File: src/tsf_pkg.sv
// Shared types and constants for the triangle span fill block.
package tsf_pkg;

    localparam logic CMD_LOAD = 1'b0;
    localparam logic CMD_STEP = 1'b1;

    typedef enum logic [1:0] {
        BK_IDLE,
        BK_DIV,
        BK_OUT
    } back_state_t;

endpackage

File: src/tsf_div.sv
// Serial signed divider with truncating quotient, one quotient bit per cycle.
module tsf_div #(
    parameter int NUM_BITS = 28,
    parameter int DEN_BITS = 15
) (
    input  logic                       clk,
    input  logic                       rst_n,
    input  logic                       start,
    input  logic signed [NUM_BITS-1:0] num,
    input  logic signed [DEN_BITS-1:0] den,
    output logic                       done,
    output logic signed [NUM_BITS-1:0] quot
);

    localparam int CNT_BITS = $clog2(NUM_BITS + 1);

    logic [NUM_BITS-1:0] q_reg, q_next;
    logic [DEN_BITS:0]   r_reg, r_next;
    logic [DEN_BITS-1:0] d_reg, d_next;
    logic                neg_reg, neg_next;
    logic                busy_reg, busy_next;
    logic [CNT_BITS-1:0] cnt_reg, cnt_next;
    logic                done_reg, done_next;
    logic [DEN_BITS:0]   trial;

    always_comb
    begin
        q_next    = q_reg;
        r_next    = r_reg;
        d_next    = d_reg;
        neg_next  = neg_reg;
        busy_next = busy_reg;
        cnt_next  = cnt_reg;
        done_next = 1'b0;
        trial     = '0;
        if (start)
        begin
            q_next    = num[NUM_BITS-1] ? NUM_BITS'(-num) : num;
            d_next    = den[DEN_BITS-1] ? DEN_BITS'(-den) : den;
            neg_next  = num[NUM_BITS-1] ^ den[DEN_BITS-1];
            r_next    = '0;
            cnt_next  = CNT_BITS'(NUM_BITS);
            busy_next = 1'b1;
        end
        else if (busy_reg)
        begin
            trial = {r_reg[DEN_BITS-1:0], q_reg[NUM_BITS-1]};
            if (trial >= {1'b0, d_reg})
            begin
                r_next = trial - {1'b0, d_reg};
                q_next = {q_reg[NUM_BITS-2:0], 1'b1};
            end
            else
            begin
                r_next = trial;
                q_next = {q_reg[NUM_BITS-2:0], 1'b0};
            end
            cnt_next = cnt_reg - 1'b1;
            if (cnt_reg == CNT_BITS'(1))
            begin
                busy_next = 1'b0;
                done_next = 1'b1;
            end
        end
    end

    always_ff @(posedge clk or negedge rst_n)
    begin
        if (!rst_n)
        begin
            busy_reg <= 1'b0;
            done_reg <= 1'b0;
            cnt_reg  <= '0;
        end
        else
        begin
            busy_reg <= busy_next;
            done_reg <= done_next;
            cnt_reg  <= cnt_next;
        end
    end

    always_ff @(posedge clk)
    begin
        q_reg   <= q_next;
        r_reg   <= r_next;
        d_reg   <= d_next;
        neg_reg <= neg_next;
    end

    assign done = done_reg;
    assign quot = neg_reg ? NUM_BITS'(-q_reg) : q_reg;

endmodule

File: src/tsf_front.sv
// Front end: sorts loaded vertices, walks rows and queues one job per span.
module tsf_front #(
    parameter int COORD_BITS = 13
) (
    input  logic                         clk,
    input  logic                         rst_n,
    input  logic                         in_valid,
    output logic                         in_ready,
    input  logic                         command,
    input  logic signed [COORD_BITS-1:0] ax,
    input  logic signed [COORD_BITS-1:0] ay,
    input  logic signed [COORD_BITS-1:0] bx,
    input  logic signed [COORD_BITS-1:0] by,
    input  logic signed [COORD_BITS-1:0] cx,
    input  logic signed [COORD_BITS-1:0] cy,
    output logic                         job_valid,
    input  logic                         job_ready,
    output logic [9*COORD_BITS:0]        job_data
);

    // Job: row, short start x/y, short end x/y, long start x/y, long end x/y, last.
    localparam int C = COORD_BITS;
    localparam int JW = 9 * C + 1;
    localparam int QD = 2;

    logic signed [C-1:0] vx_reg [3];
    logic signed [C-1:0] vy_reg [3];
    logic signed [C-1:0] row_reg;
    logic                active_reg;

    logic [JW-1:0] q_reg [QD];
    logic [1:0]    cnt_reg;
    logic          wp_reg, rp_reg;

    logic signed [C-1:0] sx0, sy0, sx1, sy1, sx2, sy2, tx, ty;
    logic signed [C-1:0] ox0, oy0, ox1, oy1, ox2, oy2;
    logic                last;
    logic                push, pop;
    logic [JW-1:0]       job;
    logic signed [C:0]   row_inc;

    assign in_ready = (cnt_reg != 2'd2);

    always_comb
    begin
        sx0 = ax; sy0 = ay; sx1 = bx; sy1 = by; sx2 = cx; sy2 = cy;
        tx = '0; ty = '0;
        if (sy0 > sy1)
        begin
            tx = sx0; ty = sy0; sx0 = sx1; sy0 = sy1; sx1 = tx; sy1 = ty;
        end
        if (sy1 > sy2)
        begin
            tx = sx1; ty = sy1; sx1 = sx2; sy1 = sy2; sx2 = tx; sy2 = ty;
        end
        if (sy0 > sy1)
        begin
            tx = sx0; ty = sy0; sx0 = sx1; sy0 = sy1; sx1 = tx; sy1 = ty;
        end
        ox0 = sx0; oy0 = sy0; ox1 = sx1; oy1 = sy1; ox2 = sx2; oy2 = sy2;
    end

    assign row_inc = {row_reg[C-1], row_reg} + (C+1)'(1);
    assign last    = row_inc >= $signed({vy_reg[2][C-1], vy_reg[2]});

    always_comb
    begin
        if (row_reg < vy_reg[1])
            job = {row_reg, vx_reg[0], vy_reg[0], vx_reg[1], vy_reg[1],
                   vx_reg[0], vy_reg[0], vx_reg[2], vy_reg[2], last};
        else
            job = {row_reg, vx_reg[1], vy_reg[1], vx_reg[2], vy_reg[2],
                   vx_reg[0], vy_reg[0], vx_reg[2], vy_reg[2], last};
    end

    assign push = in_valid && in_ready && (command == tsf_pkg::CMD_STEP) && active_reg;
    assign pop  = job_valid && job_ready;

    always_ff @(posedge clk or negedge rst_n)
    begin
        if (!rst_n)
        begin
            for (int i = 0; i < 3; i++)
            begin
                vx_reg[i] <= '0;
                vy_reg[i] <= '0;
            end
            row_reg    <= '0;
            active_reg <= 1'b0;
            cnt_reg    <= '0;
            wp_reg     <= 1'b0;
            rp_reg     <= 1'b0;
        end
        else
        begin
            if (in_valid && in_ready)
            begin
                if (command == tsf_pkg::CMD_LOAD)
                begin
                    vx_reg[0] <= ox0; vy_reg[0] <= oy0;
                    vx_reg[1] <= ox1; vy_reg[1] <= oy1;
                    vx_reg[2] <= ox2; vy_reg[2] <= oy2;
                    row_reg    <= oy0;
                    active_reg <= oy0 < oy2;
                end
                else if (active_reg)
                begin
                    row_reg <= row_inc[C-1:0];
                    if (last)
                        active_reg <= 1'b0;
                end
            end
            if (push)
                wp_reg <= ~wp_reg;
            if (pop)
                rp_reg <= ~rp_reg;
            cnt_reg <= cnt_reg + {1'b0, push} - {1'b0, pop};
        end
    end

    always_ff @(posedge clk)
    begin
        if (push)
            q_reg[wp_reg] <= job;
    end

    assign job_valid = (cnt_reg != 2'd0);
    assign job_data  = q_reg[rp_reg];

endmodule

File: src/tsf_back.sv
// Back end: evaluates both edge positions of a span with one shared divider.
module tsf_back #(
    parameter int COORD_BITS = 13
) (
    input  logic                         clk,
    input  logic                         rst_n,
    input  logic                         job_valid,
    output logic                         job_ready,
    input  logic [9*COORD_BITS:0]        job_data,
    output logic                         out_valid,
    input  logic                         out_ready,
    output logic signed [COORD_BITS-1:0] row_y,
    output logic signed [COORD_BITS-1:0] span_from_x,
    output logic signed [COORD_BITS-1:0] span_to_x,
    output logic                         last_row
);

    localparam int C  = COORD_BITS;
    localparam int NB = 2 * C + 3;
    localparam int DB = C + 2;

    tsf_pkg::back_state_t state_reg, state_next;

    logic signed [C-1:0] row_reg, ax_reg, ay_reg, bx_reg, by_reg;
    logic signed [C-1:0] lx0_reg, ly0_reg, lx1_reg, ly1_reg;
    logic                last_reg;
    logic                second_reg, second_next;
    logic signed [C-1:0] from_reg, to_reg;

    logic signed [C-1:0] s_x, s_y, e_x, e_y;
    logic signed [C:0]   dy_row, dx, h;
    logic signed [NB-1:0] prod_reg;
    logic signed [DB-1:0] den_reg;
    logic                start_reg, start_next;
    logic                mul_reg, mul_next;
    logic                drop_reg, drop_next;
    logic                div_done;
    logic signed [NB-1:0] quot;
    logic signed [C-1:0] res_x;
    logic                take;

    assign s_x = second_reg ? lx0_reg : ax_reg;
    assign s_y = second_reg ? ly0_reg : ay_reg;
    assign e_x = second_reg ? lx1_reg : bx_reg;
    assign e_y = second_reg ? ly1_reg : by_reg;
    assign dy_row = {row_reg[C-1], row_reg} - {s_y[C-1], s_y};
    assign dx     = {e_x[C-1], e_x} - {s_x[C-1], s_x};
    assign h      = {e_y[C-1], e_y} - {s_y[C-1], s_y};
    assign res_x  = C'(quot) + s_x;

    tsf_div #(.NUM_BITS(NB), .DEN_BITS(DB)) u_div (
        .clk   (clk),
        .rst_n (rst_n),
        .start (start_reg),
        .num   (prod_reg),
        .den   (den_reg),
        .done  (div_done),
        .quot  (quot)
    );

    assign take      = (state_reg == tsf_pkg::BK_IDLE) && job_valid;
    assign job_ready = (state_reg == tsf_pkg::BK_IDLE);
    assign out_valid = (state_reg == tsf_pkg::BK_OUT);

    always_comb
    begin
        state_next  = state_reg;
        second_next = second_reg;
        start_next  = 1'b0;
        mul_next    = 1'b0;
        drop_next   = drop_reg;
        unique case (state_reg)
            tsf_pkg::BK_IDLE:
            begin
                if (job_valid)
                begin
                    state_next  = tsf_pkg::BK_DIV;
                    second_next = 1'b0;
                    mul_next    = 1'b1;
                    drop_next   = 1'b0;
                end
            end
            tsf_pkg::BK_DIV:
            begin
                if (mul_reg)
                begin
                    if (h == '0)
                        drop_next = 1'b1;
                    start_next = 1'b1;
                end
                else if (div_done)
                begin
                    if (!second_reg)
                    begin
                        second_next = 1'b1;
                        mul_next    = 1'b1;
                    end
                    else if (drop_reg)
                        state_next = tsf_pkg::BK_IDLE;
                    else
                        state_next = tsf_pkg::BK_OUT;
                end
            end
            tsf_pkg::BK_OUT:
            begin
                if (out_ready)
                    state_next = tsf_pkg::BK_IDLE;
            end
            default:
                state_next = tsf_pkg::BK_IDLE;
        endcase
    end

    always_ff @(posedge clk or negedge rst_n)
    begin
        if (!rst_n)
        begin
            state_reg  <= tsf_pkg::BK_IDLE;
            second_reg <= 1'b0;
            start_reg  <= 1'b0;
            mul_reg    <= 1'b0;
            drop_reg   <= 1'b0;
        end
        else
        begin
            state_reg  <= state_next;
            second_reg <= second_next;
            start_reg  <= start_next;
            mul_reg    <= mul_next;
            drop_reg   <= drop_next;
        end
    end

    always_ff @(posedge clk)
    begin
        if (take)
            {row_reg, ax_reg, ay_reg, bx_reg, by_reg,
             lx0_reg, ly0_reg, lx1_reg, ly1_reg, last_reg} <= job_data;
        if (mul_reg)
        begin
            prod_reg <= NB'(dy_row * dx);
            // A zero height is replaced so the divider stays defined; the span is dropped.
            den_reg  <= (h == '0) ? DB'(1) : DB'(h);
        end
        if (div_done)
        begin
            if (second_reg)
                to_reg <= res_x;
            else
                from_reg <= res_x;
        end
    end

    assign row_y       = row_reg;
    assign span_from_x = from_reg;
    assign span_to_x   = to_reg;
    assign last_row    = last_reg;

endmodule

File: src/triangle_span_fill_top.sv
// Top level of the triangle span fill block.
// Usage: the slave channel (s_tvalid/s_tready/s_tdata) takes command beats.
// A beat with command 0 loads three vertices; they are sorted by y and the
// row walk is set to the top row. A load produces no output beat.
// A beat with command 1 requests the next span. Each span comes out on the
// master channel as row_y, span_from_x and span_to_x in m_tdata, and the
// final span of the triangle carries m_tlast high. Steps with no triangle
// left produce nothing.
// The front end classifies each step and pushes a span job into a two-entry
// queue. The back end computes both edge crossings with one shared serial
// divider of 2*COORD_BITS+3 quotient bits, first the short edge and then the
// long edge, and takes a new span from the queue only after the previous one
// has left its output register or has been dropped.
// Reset clears the vertices, the row counter, the queue and the back end.
// When the receiver stalls, the finished span holds in the output register,
// the queue fills, and then s_tready drops until space frees up.
module triangle_span_fill_top #(
    parameter int COORD_BITS = 13
) (
    input  logic                    clk,
    input  logic                    rst_n,
    input  logic                    s_tvalid,
    output logic                    s_tready,
    // Fields from bit 0: command, ax, ay, bx, by, cx, cy, zero fill.
    input  logic [((6*COORD_BITS+1+7)/8)*8-1:0] s_tdata,
    output logic                    m_tvalid,
    input  logic                    m_tready,
    // Fields from bit 0: row_y, span_from_x, span_to_x, zero fill.
    output logic [((3*COORD_BITS+7)/8)*8-1:0] m_tdata,
    output logic                    m_tlast
);

    localparam int C   = COORD_BITS;
    localparam int OW  = ((3*C+7)/8)*8;

    logic                job_valid, job_ready;
    logic [9*C:0]        job_data;
    logic signed [C-1:0] row_y, span_from_x, span_to_x;

    tsf_front #(.COORD_BITS(C)) u_front (
        .clk       (clk),
        .rst_n     (rst_n),
        .in_valid  (s_tvalid),
        .in_ready  (s_tready),
        .command   (s_tdata[0]),
        .ax        (s_tdata[1 +: C]),
        .ay        (s_tdata[1+C +: C]),
        .bx        (s_tdata[1+2*C +: C]),
        .by        (s_tdata[1+3*C +: C]),
        .cx        (s_tdata[1+4*C +: C]),
        .cy        (s_tdata[1+5*C +: C]),
        .job_valid (job_valid),
        .job_ready (job_ready),
        .job_data  (job_data)
    );

    tsf_back #(.COORD_BITS(C)) u_back (
        .clk         (clk),
        .rst_n       (rst_n),
        .job_valid   (job_valid),
        .job_ready   (job_ready),
        .job_data    (job_data),
        .out_valid   (m_tvalid),
        .out_ready   (m_tready),
        .row_y       (row_y),
        .span_from_x (span_from_x),
        .span_to_x   (span_to_x),
        .last_row    (m_tlast)
    );

    assign m_tdata = OW'({span_to_x, span_from_x, row_y});

endmodule

File: config.mk
export PLATFORM = sky130hd
export DESIGN_NAME = triangle_span_fill_top
export DESIGN_NICKNAME = d
export VERILOG_FILES = /design/src/tsf_pkg.sv /design/src/tsf_div.sv /design/src/tsf_front.sv /design/src/tsf_back.sv /design/src/triangle_span_fill_top.sv
export SDC_FILE = /design/constraint.sdc
export NUM_CORES = 2
export LEC_CHECK = 0
export ABC_AREA = 0
export BUFFER_PORTS_ARGS = -buffer_cell sky130_fd_sc_hd__buf_2
export CORE_MARGIN = 5
export CORE_UTILIZATION = 53
export CTS_CLUSTER_SIZE = 25
export DETAILED_ROUTE_END_ITERATION = 16
export GPL_ROUTABILITY_DRIVEN = 0
export PLACE_DENSITY = 0.7
export SETUP_SLACK_MARGIN = 0.4
export SYNTH_ARGS = -nofsm -noshare
export SYNTH_HDL_FRONTEND = slang
export SYNTH_SLANG_ARGS = --single-unit
File: constraint.sdc
create_clock -name clk -period 24.5 [get_ports clk]
set_clock_uncertainty 0.2 [all_clocks]
set_input_delay 2.45 -clock clk [delete_from_list [all_inputs] [get_ports clk]]
set_output_delay 2.45 -clock clk [all_outputs]
set_load 0.02 [all_outputs]
==> results.py <==
metrics = {
    "outcome": {
        "status": "finished, final reports clean",
    },
    "cts": {
        "cts-buffers-inserted": 60,
        "ctsRootBufferMaster": "sky130_fd_sc_hd__clkbuf_16",
        "cts_num_sinks": 591,
        "cts_hold_buf": 0,
        "clk_transition_reported_paths_ps": 60,
        "cts_setup_buffers": 0,
        "clock_latency_ps": 660,
        "post_cts_resize_count": 0,
        "tritoncts": "built",
        "clockBufferDepth": 3,
        "max_h_tree_level": 2,
    },
    "timing": {
        "final_period_util": 0.4865,
        "finalHoldViolCount": 0,
        "total_of_endpoints_with_negative_setup_slack_in_the_final_report": 0,
        "clock.fmax_ghz": 0.08390,
        "slew-limit-headroom": 0.04084,
        "setup-tns-final_ps": 0,
        "timing.final.crit_period_ps": 11920,
        "rsz_0062_raised_after_global_routing": "false",
        "worst_pin_slew_ps": 1433,
        "drv_slew": 0,
    },
    "hold_path": {
        "worst_hold_path.num_cells": 2,
        "worst_hold_startpoint": "u_back.u_div.r_reg[13]",
        "hold_end": "u_back.u_div.r_reg[13]",
        "hp-class": "register to register",
    },
    "route": {
        "route.final.wire_length_um": 80240,
        "vias": 23860,
        "via_per_inst": 5.617,
        "post_drt_wl_per_cell_um": 18.89,
        "antenna_left": 0,
        "drt_iter0_markers": 1628,
        "remaining_drc_errors": 0,
        "drt_first_pass_iters": 6,
    },
    "place": {
        "instance_area_at_placement_mm2": 0.03820,
        "detailedPlacementHpwl_um": 59120,
        "portBuffers": 124,
    },
    "global_routing": {
        "grt_start_max_net_pins": 94,
        "first_global_vias": 24510,
        "globalRoute.totalOverflow": 0,
        "number_of_antenna_violations_at_the_first_check_in_global_routing": 2,
        "grt_first_pass_wirelength_um": 129000,
        "grt.total_usage": 0.2151,
    },
    "worst_setup_path": {
        "critical-path-slowest-cell": "sky130_fd_sc_hd__buf_4",
        "crit_path_max_fanout": 68,
        "crit_buf_inv": 6,
        "timing.rr.start": "u_back.second_reg",
        "regToRegEndpoint": "u_back.prod_reg[27]",
        "worst-r2r-setup-slack_ps": 13240,
        "setup.worst_path.end_class": "register",
        "worst_path_dominant_cell_family": "simple AND/OR/NAND/NOR gates",
        "critPathKind": "primary input to register",
        "critical_path.startpoint_type": "primary input",
        "critical_path_cell_count": 35,
        "critical_path_arrival_ps": 12230,
        "slowest_delay_ps": 730,
        "worst_reg2reg_path_depth": 35,
        "timing.critical_path.mode_cell": "sky130_fd_sc_hd__ha_1",
        "worstPathRequired_ps": 24810,
    },
    "synthesis": {
        "ys.flop_type": "sky130_fd_sc_hd__edfxtp_1",
        "netlist_instances": 3169,
        "synthesis.area_mm2": 0.03659,
        "synth.yosys.warnings": 0,
        "synth_top_family_by_area": "adder cells",
        "ys_async_sr_fraction": 0.1844,
        "synth.avg_cell_area_um2": 11.55,
        "synth_xor_xnor_area_share": 0.03447,
        "synth.lib_cells_used.distinct": 85,
        "ys_seq_elements": 591,
        "yosys.area_share.simple": 0.09116,
        "synth_mux_area_frac": 0.09260,
        "synth_fa_ha_area_frac": 0.1821,
        "number_of_enable_type_register_cells_in_the_synthesized_netlist": 467,
        "synth_compound_gate_area_share": 0.08699,
        "synth_seq_area_share": 0.4660,
    },
    "die": {
        "placeableCoreArea_mm2": 0.06859,
        "fp.dieH_um": 272.8,
        "io_pins": 127,
        "die_x_um": 272.8,
        "row_count": 96,
        "initial_core_utilization": 0.5335,
        "dieArea_mm2": 0.07440,
    },
    "job": {
        "maxCapViolations": 0,
    },
    "cells_and_area": {
        "largest_register_ff_count": 236,
        "drive_gt1_frac": 0.1457,
        "area_growth_pct": 9.909,
        "most-common-layout-cells": "sky130_fd_sc_hd__edfxtp_1 (467), sky130_fd_sc_hd__inv_1 (331), sky130_fd_sc_hd__nand2_1 (307), sky130_fd_sc_hd__ha_1 (211), sky130_fd_sc_hd__mux2_2 (210)",
        "stdcell_area_mm2": 0.04022,
        "commonest_non_fill_non_tap_cell_in_the_layout": "sky130_fd_sc_hd__edfxtp_1",
        "layout.nets": 3763,
    },
}
## cells by family after synthesis
kind of cell,after synthesis
adder cells (fa/ha/maj),412
XOR/XNOR,144
buffers and inverters,447
flip-flops,591
AND/OR/NAND/NOR,735
AO/OA/AOI/OAI,528
other,1
multiplexers,311
## worst reg2reg max path, delay by kind of cell (launching register included)
| family | cells | cell delay (ps) |
|---|---|---|
| buf+inv | 4 | 810 |
| simple gates | 4 | 630 |
| flops | 1 | 750 |
| xor+xnor | 2 | 840 |
| compound gates | 16 | 3800 |
| fa+ha+maj | 8 | 3520 |
| mux | 1 | 470 |
## metrics by stage
stage          std cells  hold WS (ps)  setup slack [ps]  utilization
2_1_floorplan       3170         231.5             13660            -
3_3_place_gp        4136         245.4             12020       0.5569
3_5_place_dp        4136         259.7             11890       0.5569
4_1_cts             4247         269.1             12550       0.5863
5_1_grt             4247         279.7             11910       0.5863
6_report            4248         266.6             12580       0.5864
## synthesized netlist by cell type, types with 25 or more instances
cell type                    n  area, um^2
sky130_fd_sc_hd__xnor2_1    90       788.3
sky130_fd_sc_hd__xor2_1     54       473.0
sky130_fd_sc_hd__a21o_1     33       247.7
sky130_fd_sc_hd__clkbuf_1   95       356.6
sky130_fd_sc_hd__o21ai_0   181       905.9
sky130_fd_sc_hd__dfrtp_1   109        2728
sky130_fd_sc_hd__mux2i_1    94       940.9
sky130_fd_sc_hd__mux2_2    210        2365
sky130_fd_sc_hd__nor2_1    200       750.7
sky130_fd_sc_hd__fa_1      201        4024
sky130_fd_sc_hd__edfxtp_1  467       14020
sky130_fd_sc_hd__nor2b_1    43       269.0
sky130_fd_sc_hd__inv_1     332        1246
sky130_fd_sc_hd__a21oi_1   150       750.7
sky130_fd_sc_hd__nand2_1   309        1160
sky130_fd_sc_hd__nand2b_1   31       193.9
sky130_fd_sc_hd__ha_1      211        2640
sky130_fd_sc_hd__and2_1     25       156.4
## metal layers
layer | GRT usage | wire length [um]
met5 | 0 | 7
met4 | 0.07485 | 3070
met1 | 0.2891 | 34020
met2 | 0.3516 | 37600
met3 | 0.04355 | 5545
## area by class of cell
class	count	area (um^2)
Fill cell	5473	28370
Multi-Input combinational cell	2132	17900
Sequential cell	591	17060
Clock buffer	67	1528
Inverter	332	1249
Tap cell	931	1165
Timing Repair Buffer	150	818.3
Clock inverter	44	491.7
Antenna cell	1	2.502
## worst max path at each step
| stage | from | end | slack (ps) |
|---|---|---|---|
| floorplan | s_tdata[46] | u_front.active_reg | 13660 |
| global placement | s_tdata[46] | u_front.active_reg | 12020 |
| detailed placement | s_tdata[41] | u_front.active_reg | 11890 |
| CTS | s_tdata[41] | u_front.active_reg | 12550 |
| global route | s_tdata[41] | u_front.active_reg | 11910 |
| finish | s_tdata[46] | u_front.active_reg | 12580 |
Power is not shown: default switching activity piles up to over one toggle a cycle in this logic, so the estimate is an artifact.
